[src/bsi_pkg.sv]
// bsi_pkg: shared types and codes for the bounded stack with sorted insert
// used by bsi_cell, bsi_res_fifo and bounded_stack_sorted_insert
// no dependencies
package bsi_pkg;

  localparam int DATA_W = 32;
  localparam int FILL_W = 5;

  typedef enum logic [1:0] {
    OP_PUSH = 2'd0,
    OP_SORT = 2'd1,
    OP_POP  = 2'd2,
    OP_REV  = 2'd3
  } bsi_op_t;

  // per-cycle control broadcast to every cell
  typedef struct packed {
    logic              push_en;
    logic              sort_en;
    logic              swap_en;
    logic              swap_par;
    logic [DATA_W-1:0] value;
  } bsi_ctl_t;

  // one result beat
  typedef struct packed {
    logic [DATA_W-1:0] popped;
    logic              empty_err;
    logic              full_err;
    logic [FILL_W-1:0] fill;
  } bsi_res_t;

endpackage

[src/bsi_cell.sv]
// bsi_cell: one stack slot of the cell chain, holds one entry
// compares, shifts and swaps with its two neighbors; depends on bsi_pkg
module bsi_cell
  import bsi_pkg::*;
#(
  parameter int IDX   = 0,
  parameter int CNT_W = 5
) (
  input  logic              clk,
  input  bsi_ctl_t          ctl,
  input  logic [CNT_W-1:0]  cnt,
  input  logic [DATA_W-1:0] below_q,
  input  logic [DATA_W-1:0] above_q,
  input  logic              below_in_run,
  input  logic              run_in,
  output logic [DATA_W-1:0] q,
  output logic              in_run,
  output logic              run_out
);

  localparam bit ODD       = (IDX % 2) == 1;
  localparam bit HAS_BELOW = IDX > 0;

  logic              occ;
  logic              top_slot;
  logic              gt;
  logic              lower_swap;
  logic              upper_swap;
  logic [DATA_W-1:0] q_next;

  assign occ      = CNT_W'(IDX) < cnt;
  assign top_slot = cnt == CNT_W'(IDX);
  assign gt       = $signed(q) > $signed(ctl.value);

  // run of greater entries grows down from the top; empty slots pass it on
  assign run_out = run_in & (~occ | gt);
  assign in_run  = run_in & occ & gt;

  // odd-even transposition pairs, both partners must be occupied
  assign lower_swap = (ODD == ctl.swap_par) && (CNT_W'(IDX + 1) < cnt);
  assign upper_swap = HAS_BELOW && (ODD != ctl.swap_par) && occ;

  always_comb begin
    q_next = q;
    if (ctl.push_en) begin
      if (top_slot) q_next = ctl.value;
    end else if (ctl.sort_en) begin
      if ((occ | top_slot) & below_in_run) begin
        q_next = below_q;
      end else if (in_run | top_slot) begin
        q_next = ctl.value;
      end
    end else if (ctl.swap_en) begin
      if (lower_swap) begin
        q_next = above_q;
      end else if (upper_swap) begin
        q_next = below_q;
      end
    end
  end

  always_ff @(posedge clk) begin
    q <= q_next;
  end

endmodule

[src/bsi_res_fifo.sv]
// bsi_res_fifo: two-beat result queue in front of the master port
// lets a new beat enter while the previous one still waits; depends on bsi_pkg
module bsi_res_fifo
  import bsi_pkg::*;
(
  input  logic     clk,
  input  logic     rst,
  input  logic     wr,
  input  bsi_res_t din,
  output logic     full,
  input  logic     rd_ready,
  output logic     rd_valid,
  output bsi_res_t dout
);

  logic [1:0] occ;
  bsi_res_t   e0;
  bsi_res_t   e1;
  logic       rd;

  assign rd       = rd_valid & rd_ready;
  assign rd_valid = occ != 2'd0;
  assign full     = occ == 2'd2;
  assign dout     = e0;

  always_ff @(posedge clk) begin
    if (rst) begin
      occ <= 2'd0;
    end else begin
      occ <= occ + {1'b0, wr} - {1'b0, rd};
    end
  end

  always_ff @(posedge clk) begin
    if (rd) begin
      if (wr && occ == 2'd1) begin
        e0 <= din;
      end else begin
        e0 <= e1;
      end
      if (wr && occ == 2'd2) e1 <= din;
    end else if (wr) begin
      if (occ == 2'd0) begin
        e0 <= din;
      end else begin
        e1 <= din;
      end
    end
  end

endmodule

[src/bounded_stack_sorted_insert.sv]
// bounded_stack_sorted_insert: top level of the bounded lifo stack with sorted insert
// builds the chain of bsi_cell slots and the bsi_res_fifo result queue; depends on bsi_pkg
//
//  port group | dir | tdata (low bit up)                    | tuser (low bit up)
//  s_*        | in  | value[31:0]                           | operation[1:0]
//  m_*        | out | popped_value[31:0], fill_count[36:32] | empty_error, full_error
//
// one input beat is taken per cycle for push, sorted push and pop; each gives one result
// beat that enters the result queue at the same edge
// reverse with two or more entries keeps s_tready low after its beat while
// the cell chain runs count rounds of odd-even neighbor swaps
// s_tready also drops while the two-beat result queue is full (m_tready held low)
// reset clears the count, the reverse state and the queue; entries are not cleared, no sweep
module bounded_stack_sorted_insert
  import bsi_pkg::*;
#(
  parameter int DEPTH = 16
) (
  input  logic        clk,
  input  logic        rst,
  input  logic        s_tvalid,
  output logic        s_tready,
  input  logic [31:0] s_tdata,   // value[31:0]
  input  logic [1:0]  s_tuser,   // operation[1:0]
  output logic        m_tvalid,
  input  logic        m_tready,
  output logic [39:0] m_tdata,   // popped_value[31:0], fill_count[36:32], zero pad
  output logic [1:0]  m_tuser    // empty_error[0], full_error[1]
);

  localparam int CW = $clog2(DEPTH + 1);  // count width, holds DEPTH itself
  localparam int IW = $clog2(DEPTH);      // entry index width

  // stack control
  logic [CW-1:0] cnt;
  logic [CW-1:0] cnt_next;
  logic          busy;     // reverse rounds in progress
  logic          par;      // parity of the current swap round
  logic [CW-1:0] rem;      // swap rounds left, including this one

  logic          acc;
  bsi_op_t       op;
  logic          is_full;
  logic          is_empty;
  bsi_ctl_t      ctl;
  bsi_res_t      res;
  bsi_res_t      out_res;
  logic          q_full;

  logic [DATA_W-1:0] q_arr [DEPTH];
  logic              run_dn [DEPTH];
  logic              ir [DEPTH];
  logic [IW-1:0]     top_idx;

  assign op       = bsi_op_t'(s_tuser);
  assign s_tready = ~busy & ~q_full;
  assign acc      = s_tvalid & s_tready;
  assign is_full  = cnt == CW'(DEPTH);
  assign is_empty = cnt == '0;
  assign top_idx  = IW'(cnt - 1'b1);

  // broadcast to the cells: one operation per accepted beat, swaps while busy
  assign ctl.push_en  = acc && op == OP_PUSH;
  assign ctl.sort_en  = acc && op == OP_SORT;
  assign ctl.swap_en  = busy;
  assign ctl.swap_par = par;
  assign ctl.value    = s_tdata;

  // decode: new count and flags of the result beat
  always_comb begin
    cnt_next      = cnt;
    res.popped    = '0;
    res.empty_err = 1'b0;
    res.full_err  = 1'b0;
    unique case (op)
      OP_PUSH, OP_SORT: begin
        // full stack: push drops the value, sorted push may discard the top
        if (is_full) begin
          res.full_err = 1'b1;
        end else begin
          cnt_next = cnt + 1'b1;
        end
      end
      OP_POP: begin
        if (is_empty) begin
          res.empty_err = 1'b1;
        end else begin
          cnt_next   = cnt - 1'b1;
          res.popped = q_arr[top_idx];
        end
      end
      OP_REV: begin
        // count unchanged, the result goes out before the swap rounds end
      end
      default: begin
      end
    endcase
    res.fill = FILL_W'(cnt_next);
  end

  always_ff @(posedge clk) begin
    if (rst) begin
      cnt  <= '0;
      busy <= 1'b0;
      par  <= 1'b0;
      rem  <= '0;
    end else begin
      if (acc) cnt <= cnt_next;
      if (acc && op == OP_REV && cnt > CW'(1)) begin
        busy <= 1'b1;
        par  <= 1'b0;
        rem  <= cnt;
      end else if (busy) begin
        par <= ~par;
        rem <= rem - 1'b1;
        if (rem == CW'(1)) busy <= 1'b0;
      end
    end
  end

  // chain of cells, cell 0 is the bottom of the stack
  for (genvar g = 0; g < DEPTH; g++) begin : g_cell
    logic [DATA_W-1:0] bq;
    logic [DATA_W-1:0] aq;
    logic              b_run;
    logic              r_in;

    if (g == 0) begin : g_bot
      assign bq    = '0;
      assign b_run = 1'b0;
    end else begin : g_mid_lo
      assign bq    = q_arr[g-1];
      assign b_run = ir[g-1];
    end

    if (g == DEPTH - 1) begin : g_top
      assign aq   = '0;
      assign r_in = 1'b1;
    end else begin : g_mid_hi
      assign aq   = q_arr[g+1];
      assign r_in = run_dn[g+1];
    end

    bsi_cell #(
      .IDX   (g),
      .CNT_W (CW)
    ) u_cell (
      .clk          (clk),
      .ctl          (ctl),
      .cnt          (cnt),
      .below_q      (bq),
      .above_q      (aq),
      .below_in_run (b_run),
      .run_in       (r_in),
      .q            (q_arr[g]),
      .in_run       (ir[g]),
      .run_out      (run_dn[g])
    );
  end

  bsi_res_fifo u_res_fifo (
    .clk      (clk),
    .rst      (rst),
    .wr       (acc),
    .din      (res),
    .full     (q_full),
    .rd_ready (m_tready),
    .rd_valid (m_tvalid),
    .dout     (out_res)
  );

  assign m_tdata = {3'b000, out_res.fill, out_res.popped};
  assign m_tuser = {out_res.full_err, out_res.empty_err};

`ifndef ASSERT_OFF
  // count never runs past the depth
  a_cnt_bound: assert property (@(posedge clk) disable iff (rst) cnt <= CW'(DEPTH))
    else $error("stack count beyond depth");

  // reverse of two or more entries blocks the input on the next cycle
  a_rev_block: assert property (@(posedge clk) disable iff (rst)
    (acc && op == OP_REV && cnt > CW'(1)) |=> !s_tready)
    else $error("input not held off during reverse");

  // swap rounds leave the count alone
  a_swap_cnt: assert property (@(posedge clk) disable iff (rst) busy |=> $stable(cnt))
    else $error("count changed during reverse");

  // every accepted beat leaves a result waiting
  a_res_out: assert property (@(posedge clk) disable iff (rst) acc |=> m_tvalid)
    else $error("result beat missing after accept");
`endif

endmodule
[config.mk]
export PLATFORM = sky130hd
export DESIGN_NAME = bounded_stack_sorted_insert
export DESIGN_NICKNAME = d
export VERILOG_FILES = /design/src/bsi_pkg.sv /design/src/bsi_cell.sv /design/src/bsi_res_fifo.sv /design/src/bounded_stack_sorted_insert.sv
export SDC_FILE = /design/constraint.sdc
export NUM_CORES = 2
export LEC_CHECK = 0
export ABC_AREA = 0
export BUFFER_PORTS_ARGS = -buffer_cell sky130_fd_sc_hd__buf_4
export CAP_MARGIN = 20
export CORE_ASPECT_RATIO = 1.4
export CORE_UTILIZATION = 59
export CTS_CLUSTER_DIAMETER = 200
export DETAILED_ROUTE_END_ITERATION = 10
export PLACE_DENSITY = 0.79
export SYNTH_ARGS = -nofsm -noshare
export SYNTH_HDL_FRONTEND = slang
export SYNTH_SLANG_ARGS = --single-unit
[constraint.sdc]
create_clock -name clk -period 8.1 [get_ports clk]
set_input_delay 1.215 -clock clk [delete_from_list [all_inputs] [get_ports clk]]
set_output_delay 1.215 -clock clk [all_outputs]
set_load 0.03 [all_outputs]
; Word-level counts from Yosys, hierarchy flattened
; Cells that the tools add are included.
[word_totals]
in_bits = 38
out_inout_bits = 44
regBits = 604
[op_classes]
n_eq_ne = 56
reduce_logical = 66
n_bitwise = 128
n_addsub = 5
mux = 150
order_cmp = 35
[ops]
columns = operator, n
row1 = $mux 32, 129
row2 = $gt 32x32->1, 16
row3 = $mux 39, 8
row4 = $bmux 32 s4, 1
row5 = $reduce_and 4->1, 16
row6 = $and 1x1->1, 63
row7 = $ne 4x1->1 const B, 15
row8 = $reduce_bool 4->1, 15
row9 = $or 1x1->1, 46
row10 = $eq 5x4->1 const B, 8
row11 = $lt 4x5->1 const A, 8
row12 = $ne 2x1->1 const B, 17
row13 = $mux 33, 1
row14 = $logic_and 1x1->1, 22
row15 = $eq 5x3->1 const B, 4
row16 = $lt 3x5->1 const A, 4
row17 = $mux 5, 4
row18 = $not 1->1, 18
row19 = $eq 5x1->1 const B, 2
row20 = $eq 5x2->1 const B, 2
row21 = $lt 1x5->1 const A, 2
row22 = $lt 2x5->1 const A, 2
row23 = $pmux 5 s2, 1
row24 = $sub 5x1->5 const B, 2
row25 = other kinds (20), 34

; Longest topological paths before layout
[depth]
ltp_word = 23
depth_mapped = 15
mapped_depth_nobuf = 12

; Modules after synthesis
; From an unflattened synthesis, not the netlist that was laid out.
[unflattened]
hier_cells = 5755
hier_area_um2 = 55360.6
[by_module_without_submodules]
columns = mod, area_per_inst_um2, n_inst, cells_per_inst
row1 = bounded_stack_sorted_insert, 5071.1, 1, 394
row2 = bsi_cell at g_cell[2].u_cell, 3250.6, 1, 338
row3 = bsi_cell at g_cell[15].u_cell, 3106.7, 1, 339
row4 = bsi_cell at g_cell[6].u_cell, 3046.7, 1, 384
row5 = bsi_cell at g_cell[5].u_cell, 3037.9, 1, 341
row6 = bsi_cell at g_cell[14].u_cell, 3034.2, 1, 342
row7 = bsi_cell at g_cell[8].u_cell, 3027.9, 1, 336
row8 = bsi_cell at g_cell[13].u_cell, 3021.6, 1, 335
row9 = bsi_res_fifo, 3010.4, 1, 138
row10 = bsi_cell at g_cell[11].u_cell, 3000.4, 1, 334
row11 = bsi_cell at g_cell[12].u_cell, 2982.9, 1, 340
row12 = bsi_cell at g_cell[7].u_cell, 2976.6, 1, 330
row13 = bsi_cell at g_cell[9].u_cell, 2947.8, 1, 316
row14 = bsi_cell at g_cell[10].u_cell, 2940.3, 1, 319
row15 = 4 more rows, --, --, --

; Worst setup path before layout
; Ideal clock, no wire load.
[synth_timing]
kind = in2reg
start = input port s_tdata[31]
end = register g_cell[3].u_cell.q[0] (enable)
path_stages = 13
arrival_time_ps = 7499
path_buffers = 3
setup_time_ps = 511
setup_slack_ps = 90
cell_sequence = clkbuf_1 > inv_1 > ha_1 > nand4_1 > nor3_1 > a22o_1 > or4_1 > a211oi_2 > o2111a_1 > clkbuf_1 > nand3_1 > clkbuf_1 > o41ai_1
[synth_between]
elab_chain_cells = 19
word_cells_on_any_way = 47
[synth_lines]
columns = element, line
row1 = start: declaration, bounded_stack_sorted_insert.sv:23  ; input logic [31:0] s_tdata,
row2 = $gt 32x32->1, bsi_cell.sv:33  ; assign gt = $signed(q) > $signed(ctl.value);
row3 = $or 1x1->1, bsi_cell.sv:36  ; assign run_out = run_in & (~occ | gt);
row4 = $and 1x1->1 (12 in a row), bsi_cell.sv:36
row5 = $and 1x1->1 (2 in a row), bsi_cell.sv:37  ; assign in_run = run_in & occ & gt;
row6 = $and 1x1->1, bsi_cell.sv:48  ; if ((occ | top_slot) & below_in_run) begin
row7 = $ne 4x1->1 (no source line) (*), --
row8 = $reduce_and 4->1 (no source line) (*), --
row9 = end signal: assignment, bsi_cell.sv:63  ; q <= q_next;
row10 = end: declaration, bsi_cell.sv:16  ; output logic [DATA_W-1:0] q,
; Mark *: on every way between the ends. The rest lies on a longest branch, timed or not.
; A chain may end at the register's enable or synchronous reset.

; Worst setup path in the final report
[layout_timing]
start = input port s_tdata[24]
end = register g_cell[9].u_cell.q[28], data pin
[layout_between]
elab_chain_cells = 14
word_cells_on_any_way = 27
[layout_lines]
columns = element, line
row1 = $gt 32x32->1, bsi_cell.sv:33
row2 = $or 1x1->1, bsi_cell.sv:36
row3 = $and 1x1->1 (6 in a row), bsi_cell.sv:36
row4 = $and 1x1->1, bsi_cell.sv:37
row5 = $and 1x1->1 (*), bsi_cell.sv:37
row6 = $and 1x1->1 (*), bsi_cell.sv:48
row7 = $mux 32 (*), bsi_cell.sv:48
row8 = $mux 32 (*), bsi_cell.sv:47  ; end else if (ctl.sort_en) begin
row9 = $mux 32 (*), bsi_cell.sv:45  ; if (ctl.push_en) begin
row10 = net g_cell[9].u_cell.q_next[28], bsi_cell.sv:29  ; logic [DATA_W-1:0] q_next;
row11 = end signal: assignment, bsi_cell.sv:63
row12 = end: declaration, bsi_cell.sv:16
; The timed path passes the listed nets; every way through them passes the cells marked *.

==> impl_metrics.json <==
{
  "grt_pass1_vias": 39700,
  "synth_edf_count": 590,
  "synth_area_um2": 45400,
  "synthDistinctLibCells": 94,
  "dieArea_um2": 78200,
  "cts.htree.levels": 2,
  "met1Wirelength_um": 62000,
  "fillers": 6094,
  "ys_warn_count": 0,
  "hold_buffers": 0,
  "synth_adder_area_share_pct": 14.3,
  "fmax_mhz": 143,
  "ir_drop_mv": 0.331,
  "yosysSeqAreaShare_pct": 39.6,
  "setup_viol": 0,
  "hpwl_um": 137000,
  "slowest_stage": "a21boi_4",
  "max_slew_margin_pct": 18.0,
  "async_reset_ff_share_pct": 0,
  "core_um2": 76400,
  "crit_path_end_kind": "register",
  "grt_pass1_wl_um": 280000,
  "clock_skew_ns": 0.0441,
  "crit_type": "in2reg",
  "insertion_delay_ns": 0.72,
  "overflow": 0,
  "synth_compound_area_share_pct": 21.4,
  "cp_slowest_stage_delay_ns": 0.89,
  "tightest_slew_ns": 1.23,
  "cpMostUsedCell": "buf_4",
  "num_vias": 41300,
  "fin_crit_ns": 6.99,
  "synth_top_family_by_area": "compound AO/OA/AOI/OAI gates",
  "numPortBuffers": 78,
  "synth_top_area_cell": "edfxtp_1",
  "cp_data_arrival_time_ns": 7.36,
  "post_cts_buffers": 0,
  "route.detailed.drc": 0,
  "finalCritPeriodShare_pct": 86.3,
  "clk_pin_slew_ns": 0.07,
  "nets": 4749,
  "path_cells": "buf_4, inv_1, ha_1, and4_1, nor4b_1, nand2_1, a211oi_1, nor4_1, nor2_1, o2111ai_2, or4_1, buf_4, a21boi_4, a221oi_1",
  "rows": 120,
  "synthXorXnorAreaFrac_pct": 0.212,
  "maxCapViolations": 0,
  "io_pins": 82,
  "antenna_found_initial": 17,
  "powerDensity_nw_per_um2": 273,
  "die_h_um": 330,
  "die_x_um": 237,
  "gp_congestion": 1.11,
  "reg2reg_slack_ns": 1.98,
  "drt_wl_total_um": 196000,
  "outcome": "completed",
  "top_layer": "met5",
  "synth.avg_cell_area_um2": 10.8,
  "dr_wl_met2_um": 84900,
  "final_antenna_net_count": 0,
  "p_total_mw": 13.5,
  "synth_seq_cells": 604,
  "hold_path_class": "reg2reg",
  "final_common_cell": "edfxtp_1",
  "mostFrequentLayoutCells": "edfxtp_1, ha_1, nand2_1",
  "final_layout_size_suffix_gt1_share_pct": 15.7,
  "drt_first_pass_iters": 8,
  "finalSetupTns_ns": 0,
  "synthFlopType": "edfxtp_1",
  "syn_to_final_growth_pct": 9.19,
  "synth_top_area_share_pct": 39.0,
  "cp_max_fo": 34,
  "place_ws_ns": 0.803,
  "p_leak_nw": 18.8,
  "cts_buffer_depth": 3,
  "netlist_instances": 4215,
  "grt_max_degree": 78,
  "startpoint_type": "primary input",
  "start_util_pct": 59.5,
  "cts.sink_count": 604,
  "timing.final.ws_setup_ns": 1.11,
  "yosys.area_share.simple_pct": 11.6,
  "routed-wl-met3_um": 24800,
  "vias_per_cell": 7.91,
  "cts_tree": "built",
  "grt_setup_unrepaired": "no",
  "worst_ep_required_time_ns": 8.48,
  "wl_per_cell_um": 37.5,
  "synth_area_leaders": "edfxtp_1, ha_1, mux4_2",
  "cts_resized": 0,
  "drv_slew": 0,
  "clockRootBuffer": "clkbuf_16",
  "yosys-mux-area-fraction_pct": 8.89,
  "cts_buffers": 61,
  "grtUsageTotal_pct": 49.9,
  "hold_viol": 0,
  "drt_iter0_drc": 6484
}
## worst max-delay path: cells and delay by family
kind | cells | cell delay [ns]
AOI/OAI and AO/OA | 4 | 2.33
adders and majority gates | 1 | 0.49
buffers and inverters | 3 | 0.98
and+or+nand+nor | 6 | 2.28
## registers in the layout, indices dropped and copies added, names as in the netlist
| name | flops |
|---|---|
| g_cell.u_cell.q | 512 |
| u_res_fifo.dout | 39 |
| cnt | 5 |
| u_res_fifo.e1 | 39 |
| rem | 5 |
| par | 1 |
| u_res_fifo.occ | 2 |
| busy | 1 |
## logic make-up (layout without fill, tap and decap cells)
group	after synthesis	in the layout
other	1	8
buffers and inverters	460	482
AND/OR/NAND/NOR	1128	1128
flip-flops	604	604
XOR/XNOR	11	11
adder cells (fa/ha/maj)	521	521
AO/OA/AOI/OAI	1291	1291
multiplexers	199	199
## synthesized netlist by cell type (7+ instances only)
library cell and instances:
nand4_1 85, o221a_2 67, buf_1 16, dfxtp_1 14, o211ai_1 22, a211o_1 7
a21o_1 84, o221a_1 30, a221o_1 101, or3_1 49, clkbuf_1 218, mux4_2 160
nand2b_1 46, nor2b_1 15, nand2_1 388, o21ai_0 190, nor3_1 41, and4_1 12
a211oi_1 47, a21oi_1 282, nor2_1 314, o21a_1 71, and2_1 44, a221oi_2 30
mux2_2 38, o21bai_1 7, nand3_1 78, edfxtp_1 590, inv_1 181, ha_1 521
buf_2 34, a22o_1 33, nor4_1 20, a31oi_1 17, or4_1 9, a221oi_1 110
buf_4 8, o22a_1 64, o22ai_1 41
## area by class of cell
type,count,area [µm²],area share (%)
Clock buffer,63,1560,3.13
Antenna cell,5,12.5,0.0252
Timing Repair Buffer,189,1510,3.04
Tap cell,976,1220,2.46
Clock inverter,49,669,1.35
Sequential cell,604,18000,36.3
Inverter,181,679,1.37
Multi-Input combinational cell,3153,26000,52.3
## report_power, final
part           internal (mW)  switching [mW]  total (mW)
sequential              4.07           0.314        4.38
clock                   1.88            1.41        3.28
combinational           2.03            3.85        5.88
## final timing paths
path	from	depth (start not counted)	to
hold reg to reg	rem[4]	2	rem[4]
setup / recovery	s_tdata[24]	14	g_cell[9].u_cell.q[28]
hold / removal	rem[4]	2	rem[4]
setup reg to reg	g_cell[15].u_cell.q[27]	12	g_cell[9].u_cell.q[28]
## metal layers
metal,GRT usage (%),up-vias
met2,76.0,3709
met4,48.1,20
li1,-,16700
met1,57.0,19600
met5,0,-
met3,13.2,1196
## stage by stage
| step | hold WS, ns | utilization [%] | std cells | area [µm²] |
|---|---|---|---|---|
| 2_1_floorplan | 0.469 | - | 4217 | 45500 |
| 3_3_place_gp | 0.473 | 61.9 | 5101 | 47300 |
| 3_5_place_dp | 0.486 | 61.9 | 5101 | 47300 |
| 4_1_cts | 0.499 | 64.8 | 5213 | 49600 |
| 5_1_grt | 0.530 | 64.9 | 5216 | 49600 |
| 6_report | 0.495 | 64.9 | 5220 | 49600 |
Power figures use the tool's default switching activity.
